--- config.mk ---
export PLATFORM = sky130hd
export DESIGN_NAME = http_chunked_body_decoder_top_flat
export DESIGN_NICKNAME = d
export VERILOG_FILES = /design/src/hdl/hcbd_pkg.sv /design/src/hdl/hcbd_if.sv /design/src/hdl/http_chunked_body_decoder_top.sv /design/src/hdl/hcbd_front.sv /design/src/hdl/hcbd_queue.sv /design/src/hdl/hcbd_back.sv /design/src/flat_wrapper.sv
export SDC_FILE = /design/constraint.sdc
export NUM_CORES = 1
export LEC_CHECK = 0
export ABC_CLOCK_PERIOD_IN_PS = 3200
export BUFFER_PORTS_ARGS = -buffer_cell sky130_fd_sc_hd__clkbuf_2
export CAP_MARGIN = 20
export CORE_AREA = 3 3 134 200
export CTS_CLUSTER_SIZE = 12
export DETAILED_ROUTE_END_ITERATION = 7
export DIE_AREA = 0 0 137 203
export GPL_ROUTABILITY_DRIVEN = 0
export PLACE_DENSITY = 0.45
export SKIP_CTS_REPAIR_TIMING = 1
export SYNTH_ARGS = -nofsm -noshare
export SYNTH_HDL_FRONTEND = slang
export SYNTH_SLANG_ARGS = --single-unit
--- constraint.sdc ---
create_clock -name clk_i -period 3.2 [get_ports clk_i]
set_input_delay 0.8 -clock clk_i [delete_from_list [all_inputs] [get_ports clk_i]]
set_output_delay 0.8 -clock clk_i [all_outputs]
set_load 0.03 [all_outputs]
--- src/hdl/hcbd_pkg.sv ---
`timescale 1ns / 1ps

package hcbd_pkg;

  // Defaults for the top-level parameters.
  localparam int unsigned DEF_SIZE_LINE_CHARS = 9;
  localparam int unsigned DEF_LENGTH_BITS     = 31;

  // Fixed field widths of the channels.
  localparam int unsigned BYTE_W = 8;
  localparam int unsigned KIND_W = 2;

  // Entries in the queue between the classifier and the decoder.
  localparam int unsigned QUEUE_DEPTH = 2;

  // Character codes the decoder looks for.
  localparam logic [BYTE_W-1:0] CHAR_CR   = 8'h0D;
  localparam logic [BYTE_W-1:0] CHAR_LF   = 8'h0A;
  localparam logic [BYTE_W-1:0] CHAR_SEMI = 8'h3B;

  typedef enum logic [2:0] {
    PH_SIZE    = 3'd0,
    PH_PAYLOAD = 3'd1,
    PH_SKIP    = 3'd2,
    PH_TRAILER = 3'd3,
    PH_ERROR   = 3'd4
  } phase_e;

  typedef enum logic [KIND_W-1:0] {
    KIND_PAYLOAD = 2'd0,
    KIND_EOM     = 2'd1,
    KIND_ERROR   = 2'd2
  } kind_e;

  // Carriage return seen on the size line, waiting for its line feed.
  typedef enum logic [1:0] {
    PCR_NONE      = 2'd0,
    PCR_UNCOUNTED = 2'd1,
    PCR_COUNTED   = 2'd2
  } pcr_e;

  // One byte after classification.
  typedef struct packed {
    logic [BYTE_W-1:0] data;
    logic              is_cr;
    logic              is_lf;
    logic              is_semi;
    logic              is_hex;
    logic [3:0]        hex_val;
  } cls_t;

endpackage

--- src/hdl/hcbd_if.sv ---
`timescale 1ns / 1ps

interface hcbd_in_if;
  import hcbd_pkg::*;
  logic              valid;
  logic              ready;
  logic [BYTE_W-1:0] data_byte;

  modport source (output valid, output data_byte, input ready);
  modport sink (input valid, input data_byte, output ready);
endinterface

interface hcbd_out_if;
  import hcbd_pkg::*;
  logic              valid;
  logic              ready;
  logic [BYTE_W-1:0] out_byte;
  logic [KIND_W-1:0] kind;
  logic              chunk_last;

  modport source (output valid, output out_byte, output kind, output chunk_last, input ready);
  modport sink (input valid, input out_byte, input kind, input chunk_last, output ready);
endinterface

--- src/hdl/http_chunked_body_decoder_top.sv ---
`timescale 1ns / 1ps

// Chunked body decoder: takes an HTTP chunked body one byte per transfer and
// returns payload bytes (kind 0, chunk_last on the final byte of each chunk),
// an end-of-message mark (kind 1) after the trailer's closing CR LF CR LF, or
// a sticky format error (kind 2) that only reset clears. Size lines, the two
// bytes after each chunk and trailer bytes give no result. The block sustains
// one byte per clock while the output is not stalled; that rate is set by the
// decoder's state update, which turns one queued byte into its result each
// cycle. A byte accepted from the input is classified and written into a
// two-entry queue, then decoded from the queue's head into the output
// register, from which its result is offered. The queue and the output
// register let input and output stall independently.
module http_chunked_body_decoder_top #(
  parameter int unsigned SIZE_LINE_CHARS = hcbd_pkg::DEF_SIZE_LINE_CHARS,
  parameter int unsigned LENGTH_BITS     = hcbd_pkg::DEF_LENGTH_BITS
) (
  input  logic       clk_i,
  input  logic       rst_ni,
  hcbd_in_if.sink    in_chan_i,
  hcbd_out_if.source out_chan_o
);
  import hcbd_pkg::*;

  // Classified byte from the front end into the queue.
  cls_t fe_entry;
  logic fe_push;
  logic q_full;

  // Head of the queue toward the decoder.
  cls_t q_head;
  logic q_valid;
  logic be_pop;

  // The front end flags CR, LF, ';' and hex digits and pushes the byte into
  // the queue whenever the queue has room.
  hcbd_front u_front (
    .in_chan_i (in_chan_i),
    .full_i    (q_full),
    .push_o    (fe_push),
    .entry_o   (fe_entry)
  );

  hcbd_queue u_queue (
    .clk_i   (clk_i),
    .rst_ni  (rst_ni),
    .push_i  (fe_push),
    .entry_i (fe_entry),
    .full_o  (q_full),
    .valid_o (q_valid),
    .head_o  (q_head),
    .pop_i   (be_pop)
  );

  // The back end holds the size line, chunk and trailer state and owns the
  // output register; it pops a byte whenever that register can take its
  // result, including a byte that gives no result.
  hcbd_back #(
    .SizeLineChars (SIZE_LINE_CHARS),
    .LengthBits    (LENGTH_BITS)
  ) u_back (
    .clk_i         (clk_i),
    .rst_ni        (rst_ni),
    .entry_valid_i (q_valid),
    .entry_i       (q_head),
    .pop_o         (be_pop),
    .out_chan_o    (out_chan_o)
  );

endmodule

--- src/hdl/hcbd_front.sv ---
`timescale 1ns / 1ps

module hcbd_front (
  hcbd_in_if.sink       in_chan_i,
  input  logic          full_i,
  output logic          push_o,
  output hcbd_pkg::cls_t entry_o
);
  import hcbd_pkg::*;

  logic [BYTE_W-1:0] c;

  assign c               = in_chan_i.data_byte;
  assign in_chan_i.ready = !full_i;
  assign push_o          = in_chan_i.valid && !full_i;

  // Decode the byte once here so the decoder loop only sees flags.
  always_comb begin
    entry_o         = '0;
    entry_o.data    = c;
    entry_o.is_cr   = (c == CHAR_CR);
    entry_o.is_lf   = (c == CHAR_LF);
    entry_o.is_semi = (c == CHAR_SEMI);
    if (c >= 8'h30 && c <= 8'h39) begin
      entry_o.is_hex  = 1'b1;
      entry_o.hex_val = c[3:0];
    end else if ((c >= 8'h41 && c <= 8'h46) || (c >= 8'h61 && c <= 8'h66)) begin
      entry_o.is_hex  = 1'b1;
      entry_o.hex_val = c[3:0] + 4'd9;
    end
  end

endmodule

--- src/hdl/hcbd_queue.sv ---
`timescale 1ns / 1ps

module hcbd_queue (
  input  logic           clk_i,
  input  logic           rst_ni,
  input  logic           push_i,
  input  hcbd_pkg::cls_t entry_i,
  output logic           full_o,
  output logic           valid_o,
  output hcbd_pkg::cls_t head_o,
  input  logic           pop_i
);
  import hcbd_pkg::*;

  localparam int unsigned PtrW = (QUEUE_DEPTH > 1) ? $clog2(QUEUE_DEPTH) : 1;
  localparam int unsigned CntW = $clog2(QUEUE_DEPTH + 1);

  cls_t            store_q [QUEUE_DEPTH];
  logic [PtrW-1:0] wr_ptr_q, wr_ptr_d;
  logic [PtrW-1:0] rd_ptr_q, rd_ptr_d;
  logic [CntW-1:0] cnt_q, cnt_d;

  assign full_o  = (cnt_q == CntW'(QUEUE_DEPTH));
  assign valid_o = (cnt_q != '0);
  assign head_o  = store_q[rd_ptr_q];

  always_comb begin
    wr_ptr_d = wr_ptr_q;
    rd_ptr_d = rd_ptr_q;
    if (push_i) begin
      wr_ptr_d = (wr_ptr_q == PtrW'(QUEUE_DEPTH - 1)) ? '0 : wr_ptr_q + 1'b1;
    end
    if (pop_i) begin
      rd_ptr_d = (rd_ptr_q == PtrW'(QUEUE_DEPTH - 1)) ? '0 : rd_ptr_q + 1'b1;
    end
    cnt_d = cnt_q + CntW'(push_i) - CntW'(pop_i);
  end

  always_ff @(posedge clk_i or negedge rst_ni) begin
    if (!rst_ni) begin
      wr_ptr_q <= '0;
      rd_ptr_q <= '0;
      cnt_q    <= '0;
    end else begin
      wr_ptr_q <= wr_ptr_d;
      rd_ptr_q <= rd_ptr_d;
      cnt_q    <= cnt_d;
    end
  end

  always_ff @(posedge clk_i) begin
    if (push_i) begin
      store_q[wr_ptr_q] <= entry_i;
    end
  end

  assert property (@(posedge clk_i) disable iff (!rst_ni) cnt_q <= CntW'(QUEUE_DEPTH))
    else $error("queue count above depth");
  assert property (@(posedge clk_i) disable iff (!rst_ni) pop_i |-> valid_o)
    else $error("pop from empty queue");
  assert property (@(posedge clk_i) disable iff (!rst_ni) push_i |-> !full_o)
    else $error("push into full queue");

endmodule

--- src/hdl/hcbd_back.sv ---
`timescale 1ns / 1ps

module hcbd_back #(
  parameter int unsigned SizeLineChars = hcbd_pkg::DEF_SIZE_LINE_CHARS,
  parameter int unsigned LengthBits    = hcbd_pkg::DEF_LENGTH_BITS
) (
  input  logic           clk_i,
  input  logic           rst_ni,
  input  logic           entry_valid_i,
  input  hcbd_pkg::cls_t entry_i,
  output logic           pop_o,
  hcbd_out_if.source     out_chan_o
);
  import hcbd_pkg::*;

  localparam int unsigned PosW = $clog2(SizeLineChars + 1);
  localparam logic [PosW-1:0] PosMax = PosW'(SizeLineChars);

  phase_e                phase_q, phase_d;
  logic [LengthBits-1:0] rem_q, rem_d;
  logic [LengthBits-1:0] acc_q, acc_d;
  logic [PosW-1:0]       pos_q, pos_d;
  logic                  ext_q, ext_d;
  pcr_e                  pend_q, pend_d;
  logic [1:0]            match_q, match_d;

  logic                  out_valid_q;
  logic [BYTE_W-1:0]     out_byte_q;
  kind_e                 out_kind_q;
  logic                  out_last_q;

  logic                  counted, first, lf_ends, cr_bad, acc_ovf, size_err;
  logic                  trl_hit, eom, pay_last;

  logic                  res_valid;
  kind_e                 res_kind;
  logic [BYTE_W-1:0]     res_byte;
  logic                  res_last;

  assign pop_o = entry_valid_i && (!out_valid_q || out_chan_o.ready);

  // Decode of the current byte against the line and trailer state.
  always_comb begin
    counted  = (pos_q < PosMax) && !ext_q;
    first    = (pos_q == '0);
    lf_ends  = (pend_q != PCR_NONE) && entry_i.is_lf;
    cr_bad   = (pend_q == PCR_COUNTED) && !entry_i.is_lf;
    acc_ovf  = (acc_q[LengthBits-1 -: 4] != '0);
    size_err = cr_bad ||
               (!lf_ends &&
                ((entry_i.is_cr && first) ||
                 (!entry_i.is_cr && counted && !(entry_i.is_semi && !first) &&
                  (!entry_i.is_hex || acc_ovf))));
    trl_hit  = match_q[0] ? entry_i.is_lf : entry_i.is_cr;
    eom      = trl_hit && (match_q == 2'd3);
    pay_last = (rem_q[LengthBits-1:1] == '0);
  end

  // Next state.
  always_comb begin
    phase_d = phase_q;
    rem_d   = rem_q;
    acc_d   = acc_q;
    pos_d   = pos_q;
    ext_d   = ext_q;
    pend_d  = pend_q;
    match_d = match_q;
    if (pop_o) begin
      unique case (phase_q)
        PH_PAYLOAD: begin
          rem_d = rem_q - 1'b1;
          if (pay_last) begin
            phase_d = PH_SKIP;
            rem_d   = LengthBits'(2);
          end
        end
        PH_SKIP: begin
          rem_d = rem_q - 1'b1;
          if (pay_last) begin
            phase_d = PH_SIZE;
            acc_d   = '0;
            pos_d   = '0;
            ext_d   = 1'b0;
            pend_d  = PCR_NONE;
          end
        end
        PH_TRAILER: begin
          if (eom) begin
            match_d = 2'd0;
            phase_d = PH_SIZE;
            acc_d   = '0;
            pos_d   = '0;
            ext_d   = 1'b0;
            pend_d  = PCR_NONE;
          end else if (trl_hit) begin
            match_d = match_q + 2'd1;
          end else begin
            match_d = entry_i.is_cr ? 2'd1 : 2'd0;
          end
        end
        PH_SIZE: begin
          if (size_err) begin
            phase_d = PH_ERROR;
          end else if (lf_ends) begin
            pend_d = PCR_NONE;
            if (acc_q == '0) begin
              phase_d = PH_TRAILER;
              match_d = 2'd2;
              rem_d   = '0;
            end else begin
              phase_d = PH_PAYLOAD;
              rem_d   = acc_q;
            end
          end else begin
            pend_d = PCR_NONE;
            if (pos_q < PosMax) begin
              pos_d = pos_q + 1'b1;
            end
            if (entry_i.is_cr) begin
              pend_d = counted ? PCR_COUNTED : PCR_UNCOUNTED;
            end else if (counted && entry_i.is_semi && !first) begin
              ext_d = 1'b1;
            end else if (counted) begin
              acc_d = {acc_q[LengthBits-5:0], entry_i.hex_val};
            end
          end
        end
        PH_ERROR: phase_d = PH_ERROR;
        default:  phase_d = PH_ERROR;
      endcase
    end
  end

  // Result of the current byte.
  always_comb begin
    res_valid = 1'b0;
    res_kind  = KIND_PAYLOAD;
    res_byte  = '0;
    res_last  = 1'b0;
    unique case (phase_q)
      PH_PAYLOAD: begin
        res_valid = 1'b1;
        res_byte  = entry_i.data;
        res_last  = pay_last;
      end
      PH_SKIP: res_valid = 1'b0;
      PH_TRAILER: begin
        if (eom) begin
          res_valid = 1'b1;
          res_kind  = KIND_EOM;
        end
      end
      PH_SIZE: begin
        if (size_err) begin
          res_valid = 1'b1;
          res_kind  = KIND_ERROR;
        end
      end
      PH_ERROR: begin
        res_valid = 1'b1;
        res_kind  = KIND_ERROR;
      end
      default: begin
        res_valid = 1'b1;
        res_kind  = KIND_ERROR;
      end
    endcase
  end

  always_ff @(posedge clk_i or negedge rst_ni) begin
    if (!rst_ni) begin
      phase_q     <= PH_SIZE;
      rem_q       <= '0;
      acc_q       <= '0;
      pos_q       <= '0;
      ext_q       <= 1'b0;
      pend_q      <= PCR_NONE;
      match_q     <= 2'd0;
      out_valid_q <= 1'b0;
    end else begin
      phase_q <= phase_d;
      rem_q   <= rem_d;
      acc_q   <= acc_d;
      pos_q   <= pos_d;
      ext_q   <= ext_d;
      pend_q  <= pend_d;
      match_q <= match_d;
      if (!out_valid_q || out_chan_o.ready) begin
        out_valid_q <= pop_o && res_valid;
      end
    end
  end

  always_ff @(posedge clk_i) begin
    if (pop_o) begin
      out_byte_q <= res_byte;
      out_kind_q <= res_kind;
      out_last_q <= res_last;
    end
  end

  assign out_chan_o.valid      = out_valid_q;
  assign out_chan_o.out_byte   = out_byte_q;
  assign out_chan_o.kind       = out_kind_q;
  assign out_chan_o.chunk_last = out_last_q;

  assert property (@(posedge clk_i) disable iff (!rst_ni)
    phase_q == PH_ERROR |=> phase_q == PH_ERROR)
    else $error("error phase left");
  assert property (@(posedge clk_i) disable iff (!rst_ni)
    phase_q == PH_PAYLOAD |-> rem_q != '0)
    else $error("payload phase with nothing remaining");
  assert property (@(posedge clk_i) disable iff (!rst_ni) pos_q <= PosMax)
    else $error("line position past the counted characters");
  assert property (@(posedge clk_i) disable iff (!rst_ni)
    (pop_o && phase_q == PH_ERROR) |=> out_valid_q)
    else $error("byte in error phase gave no result");

endmodule
--- src/flat_wrapper.sv ---
// flat-port wrapper written by rule: the top's interface ports become plain ports
module http_chunked_body_decoder_top_flat import hcbd_pkg::*;
#(
  parameter int unsigned SIZE_LINE_CHARS = hcbd_pkg::DEF_SIZE_LINE_CHARS,
  parameter int unsigned LENGTH_BITS     = hcbd_pkg::DEF_LENGTH_BITS
)
  (clk_i, rst_ni, in_chan_i_valid, in_chan_i_data_byte, in_chan_i_ready, out_chan_o_valid, out_chan_o_out_byte, out_chan_o_kind, out_chan_o_chunk_last, out_chan_o_ready);
  hcbd_in_if in_chan_i_i ();
  hcbd_out_if out_chan_o_i ();
  input  logic clk_i;
  input  logic rst_ni;
  input wire logic [$bits(in_chan_i_i.valid)-1:0] in_chan_i_valid;
  input wire logic [$bits(in_chan_i_i.data_byte)-1:0] in_chan_i_data_byte;
  output wire logic [$bits(in_chan_i_i.ready)-1:0] in_chan_i_ready;
  output wire logic [$bits(out_chan_o_i.valid)-1:0] out_chan_o_valid;
  output wire logic [$bits(out_chan_o_i.out_byte)-1:0] out_chan_o_out_byte;
  output wire logic [$bits(out_chan_o_i.kind)-1:0] out_chan_o_kind;
  output wire logic [$bits(out_chan_o_i.chunk_last)-1:0] out_chan_o_chunk_last;
  input wire logic [$bits(out_chan_o_i.ready)-1:0] out_chan_o_ready;
  assign in_chan_i_i.valid = in_chan_i_valid;
  assign in_chan_i_i.data_byte = in_chan_i_data_byte;
  assign in_chan_i_ready = in_chan_i_i.ready;
  assign out_chan_o_valid = out_chan_o_i.valid;
  assign out_chan_o_out_byte = out_chan_o_i.out_byte;
  assign out_chan_o_kind = out_chan_o_i.kind;
  assign out_chan_o_chunk_last = out_chan_o_i.chunk_last;
  assign out_chan_o_i.ready = out_chan_o_ready;
  http_chunked_body_decoder_top #(.SIZE_LINE_CHARS(SIZE_LINE_CHARS), .LENGTH_BITS(LENGTH_BITS)) u_core (.clk_i(clk_i), .rst_ni(rst_ni), .in_chan_i(in_chan_i_i), .out_chan_o(out_chan_o_i));
endmodule
# Yosys cells after proc, flatten, opt, wreduce, memory -nomap -nowiden
# Memories as Yosys holds them, arrays and structs flattened.
# Cells that the tools add are included.
# op_classes
addsub,8
order_cmp,7
n_eq_ne,22
mux,60
n_reduce_logical,50
# ops
op,count
$mux W31,11
$pmux W31 S3,2
$logic_not A31 Y1,1
$sub A31 B1 Y31 const B,1
$logic_not A30 Y1,1
$mux W2,13
$ne A2 B2 Y1 const B,12
$mux W4,5
$logic_and A1 B1 Y1,18
$eq A8 B4 Y1 const B,2
$ge A8 B7 Y1 const B,2
$le A8 B7 Y1 const B,2
$mux W1,15
$mux W3,5
$reduce_and A5 Y1,3
$pmux W2 S3,2
$pmux W3 S4,1
$pmux W4 S3,1
$mux W5,2
$logic_not A1 Y1,9
$reduce_and A9 Y1,1
$eq A8 B6 Y1 const B,1
$ge A8 B6 Y1 const B,1
$le A8 B6 Y1 const B,1
other kinds (23),35
# word_totals
reg_bits,90
ramBits,32
input_bits,12
out_inout_bits,13
elab_cells,162
n_memories,1
# memory_table
memory,words,width,read_ports,rd_clocked_by_memory_dff,wr,line,rtl
u_core.u_queue.store_q,2,16,1,0,1,hcbd_queue.sv:18,cls_t store_q [QUEUE_DEPTH];

# Depth between registers and ports, before layout
# depth
ltp_word,12
depth_mapped,9
depth_no_buf,8

# Hierarchy
# A second synthesis with hierarchy kept.
# hier_totals
cells_unflattened,608
area_unflattened_um2,6516.2
# modules_own_cells
module,instances,cells_per_inst,area_each_um2,seq_area_each_um2
hcbd_back,1,507,4824.6,2207.1
hcbd_queue,1,65,1405.1,1061.0
hcbd_front,1,36,286.5,0.0

# Least setup slack after synthesis
# OpenSTA, ideal clock, no wires.
# synth_path
path_kind,input -> register
startpoint,input out_chan_o_ready
endpoint,register u_core.u_back.acc_q[4]
setup_time_ns,0.128
arrival_time_ns,2.378
required_time_ns,3.072
path_slack_ns,0.695
path_stages,8
n_path_buf,2
cell_sequence,nor2b_1 > or2_2 > clkbuf_1 > nor4_1 > a22o_2 > nand3_1 > buf_2 > mux2_1
# synth_between
elab_chain_cells,3
# synth_rtl
item,line,rtl
start: declaration,flat_wrapper.sv:19,input wire logic [$bits(out_chan_o_i.ready)-1:0] out_chan_o_ready;
$logic_or A1 B1 Y1,hcbd_back.sv:40,assign pop_o = entry_valid_i && (!out_valid_q || out_chan_o.ready);
$logic_and A1 B1 Y1,hcbd_back.sv:40,
$reduce_and A9 Y1 (no line),n/a,
end signal: assignment,hcbd_back.sv:174,acc_q <= '0;
end signal: assignment,hcbd_back.sv:183,acc_q <= acc_d;
end: declaration,hcbd_back.sv:21,"logic [LengthBits-1:0] acc_q, acc_d;"
# Every way passes these cells.
# A chain may end at the register's enable or synchronous reset.

# Worst setup path in the final report
# layout_path
startpoint,register u_core.u_back.rem_q[11]
endpoint,register u_core.u_back.rem_q[28]
# layout_between
elab_chain_cells,3
word_cells_on_any_way,4
classes_between,1 x add/sub; 2 x mux; 1 x reduce/logical
# layout_rtl
item,line,rtl
start: declaration,hcbd_back.sv:20,"logic [LengthBits-1:0] rem_q, rem_d;"
start signal: assignment,hcbd_back.sv:182,rem_q <= rem_d;
$sub A31 B1 Y31 or $logic_not A30 Y1 (tied branches),"hcbd_back.sv:71, hcbd_back.sv:78, hcbd_back.sv:56",
$mux W31,hcbd_back.sv:72,if (pay_last) begin
$pmux W31 S3 *,hcbd_back.sv:69,unique case (phase_q)
# Every way passes the cells marked *; elsewhere a longest branch is shown, timed or not.

==> summary.md <==
| Metric | Value |
|---|---|
| Status | `finished clean` |
| Crit-path leading delay family | `simple AND/OR/NAND/NOR gates` |
| RSZ-0062 raised after global routing | `false` |
| HPWL Detailed | `between 10000 and 15000 um` |
| Buf+Inv Stages, Crit Path | `0` |
| Post-synthesis cell area | `0.006259 mm2` |
| Worst Tran Pin Value | `a little under 900 ps` |
| Worst Setup Start Kind | `flop` |
| Layout cells sized above 1 | `roughly 18%` |
| Post-Place Setup Slack | `a little over 300 ps` |
| Register bit total from synthesis | `between 100 and 150` |
| Initial antenna violation count | `0` |
| DIE HEIGHT | `just over 200 um` |
| Max IR drop VDD | `roughly 370 uV` |
| Power Density | `around 630 mW/mm2` |
| Final setup viols | `0` |
| Mapped Nets | `slightly above 600` |
| Die Width | `137 um` |
| Switching part of the total | `27.29%` |
| Clock Pin Slew Worst Setup and Hold Paths | `about 60 ps` |
| Max-cap violations | `0` |
| Die Area | `about 0.028 mm2` |
| Worst hold-check path type | `primary input to async pin` |
| Clock Tree Buf Depth | `2` |
| Maximum clock rate | `around 0.34 GHz` |
| Slowest cell on the critical path | `or4_1` |
| Number of diodes | `0` |
| Clock power share | `44.4%` |
| Syn_area_per_cell | `between 10 and 15 um2` |
| Slew headroom | `40.91%` |
| Routed Antenna Nets | `0` |
| Ys Warns | `0` |
| Final worst path period need | `2914 ps` |
| TritonRoute pass-1 iters | `5` |
| DRC violations left | `0` |
| TNS Setup | `0 ps` |
| DRT Wirelength | `roughly 17000 um` |
| EDFF count, synth | `between 40 and 50` |
| Flop pwr share | `40.6%` |
| Ports | `25` |
| Critical Path RT | `3490 ps` |
| Vias/cell | `about 5` |
| Final setup margin | `between 200 and 300 ps` |
| Starting Density | `about a quarter` |
| Crit path kind | `flop to flop` |
| Worst-path maximum fanout | `22` |
| Max Slew Vio Count | `0` |
| Port Buffers | `24` |
| Largest net degree at the start of global routing | `50` |
| Initial DRC count | `260` |
| Pint | `about 0.0034 W` |
| Skew final | `10.03 ps` |
| Root Driver | `clkbuf_16` |
| CP cell instances | `or4_1 -> or2_1 -> nor4_4 -> a21o_2 -> o21ai_0 -> a221o_1` |
| CP max stage delay | `~570 ps` |
| Post-Syn Instances | `594` |
| First-pass GRT wire length | `~27000 um` |
| Pleak | `3.167 nW` |
| Clk sinks | `about 120` |
| CTS Buf Count | `17` |
| GRT Total Usage | `approximately an eighth` |
| Clock latency at the later pin of the worst-skew pair | `~420 ps` |
| Rows | `71` |
| Gr ovfl total | `0` |
| Sequential fraction of the synthesis area | `52.22%` |
| Drt wl/cell | `between 15 and 20 um` |
| Core Box Area | `0.02523 mm2` |
| Area growth, synth to finish | `19.25%` |
| Total Power | `around 0.0047 W` |
| CP Capture Type | `flop` |
| TritonCTS clock tree | `yes` |
| Nets@finish | `about 660` |
| Number of global-route vias before repair | `around 5100` |
| Crit path DAT | `around 3200 ps` |
| CTS H-tree depth | `4` |
| Comb pwr share | `about 15%` |
| Vias | `4845` |
| Period utilization | `91.08%` |
| Yosys cell types | `67` |
| Sw power | `0.001275 W` |
| Post-synthesis async set-or-reset flop share | `roughly 65%` |
| Hold_ws | `between 300 and 400 ps` |
| Post-synth top flop | `dfrtp_1` |
| Final hold violations | `0` |
layout by cell type, fill, tap and decap left out, drive strengths merged, types with 15 or more instances in the layout:
cell,n
dfrtp,79
nor2,49
nand2,48
inv,46
edfxtp,43
o21ai,40
clkbuf,40
mux2i,31
mux2,25
nor3,24
buf,21
a21oi,17
nor4,15
power by group through the flow:
stage          clock, W  combinational (W)  sequential [W]
2_1_floorplan         0           0.000408         0.00199
3_3_place_gp          0           0.000702         0.00193
3_5_place_dp          0           0.000717         0.00193
4_1_cts         0.00213           0.000719         0.00190
5_1_grt         0.00220           0.000764         0.00192
6_report        0.00208           0.000700         0.00190
per-stage QoR:
step | area, um2 | util, % | cells
CTS | 7463 | 29.58 | 973
floorplan | 6259 | - | 594
finish | 7463 | 29.58 | 973
global route | 7463 | 29.58 | 973
global placement | 6827 | 27.06 | 941
detailed placement | 6827 | 27.06 | 941
worst register-to-register path: cells and delay by family, from the launching register on:
kind               cells  cell delay [ps]
AOI/OAI and AO/OA      3              990
DFF                    1              400
and+or+nand+nor        3             1410
worst paths after layout:
kind / from / to / slack, ps / depth (start not counted)
worst min-delay path: rst_ni / u_core.u_back.rem_q[24] / 340 / 1
worst max register to register: u_core.u_back.rem_q[11] / u_core.u_back.rem_q[28] / 290 / 6
worst max-delay path: u_core.u_back.rem_q[11] / u_core.u_back.rem_q[28] / 290 / 6
worst min register to register: u_core.u_back.rem_q[13] / u_core.u_back.rem_q[13] / 500 / 1
min in group clk_i: u_core.u_back.rem_q[13] / u_core.u_back.rem_q[13] / 500 / 1
max in group asynchronous: rst_ni / u_core.u_back.rem_q[2] / 2240 / 2
metal layers:
layer	vias to the layer above	GRT usage, %	share of wire, %	routed length [um]
li1	2280	-	-	-
met1	2435	14.39	41	6813
met2	108	23.26	55	9188
met3	22	2.925	2.9	494
met4	0	4.137	1.8	297
met5	-	0	0	0
layout make-up:
cell class,count,area (um2)
Fill cell,2671,17770
Sequential cell,122,3268
Multi-Input combinational cell,407,2713
Clock buffer,17,425.4
Tap cell,328,410.4
Timing Repair Buffer,44,285.3
Clock inverter,15,211.5
Inverter,40,150.1
cells by family after synthesis:
logic type | synth area share, %
fa+ha+maj | 2.199
flops | 52.22
xor+xnor | 0.5597
buf+inv | 4.518
simple gates | 16.47
mux | 9.456
compound gates | 14.57
synthesized netlist by cell type, types with 7 or more instances:
cell	number	area, um2
o21ai_0	39	195.2
nand4_1	7	43.79
inv_1	40	150.1
nand3_1	13	65.06
mux2_2	24	270.3
edfxtp_1	43	1291
a21oi_1	17	85.08
a31oi_1	8	50.05
nor3_1	23	115.1
ha_1	11	137.6
nor2_1	49	183.9
dfrtp_1	79	1977
and2_1	8	50.05
and3_1	7	43.79
clkbuf_1	15	56.30
nand2_1	48	180.2
a22o_1	7	61.31
o2bb2ai_1	10	87.58
mux2i_1	31	310.3
nor4_1	14	87.58
state kept, by name, summed over array words and instances (netlist names), 2 cells and up:
| register | flops |
|---|---|
| u_core.u_queue.store_q | 32 |
| u_core.u_back.acc_q | 31 |
| u_core.u_back.rem_q | 31 |
| u_core.u_back.match_q | 2 |
| u_core.u_back.pos_q | 4 |
| u_core.u_back.phase_q | 3 |
| u_core.u_back.out_chan_o.kind | 2 |
| u_core.u_back.pend_q | 2 |
| u_core.u_queue.cnt_q | 2 |
| u_core.u_back.out_chan_o.out_byte | 8 |
Power figures use the tool's default switching activity.
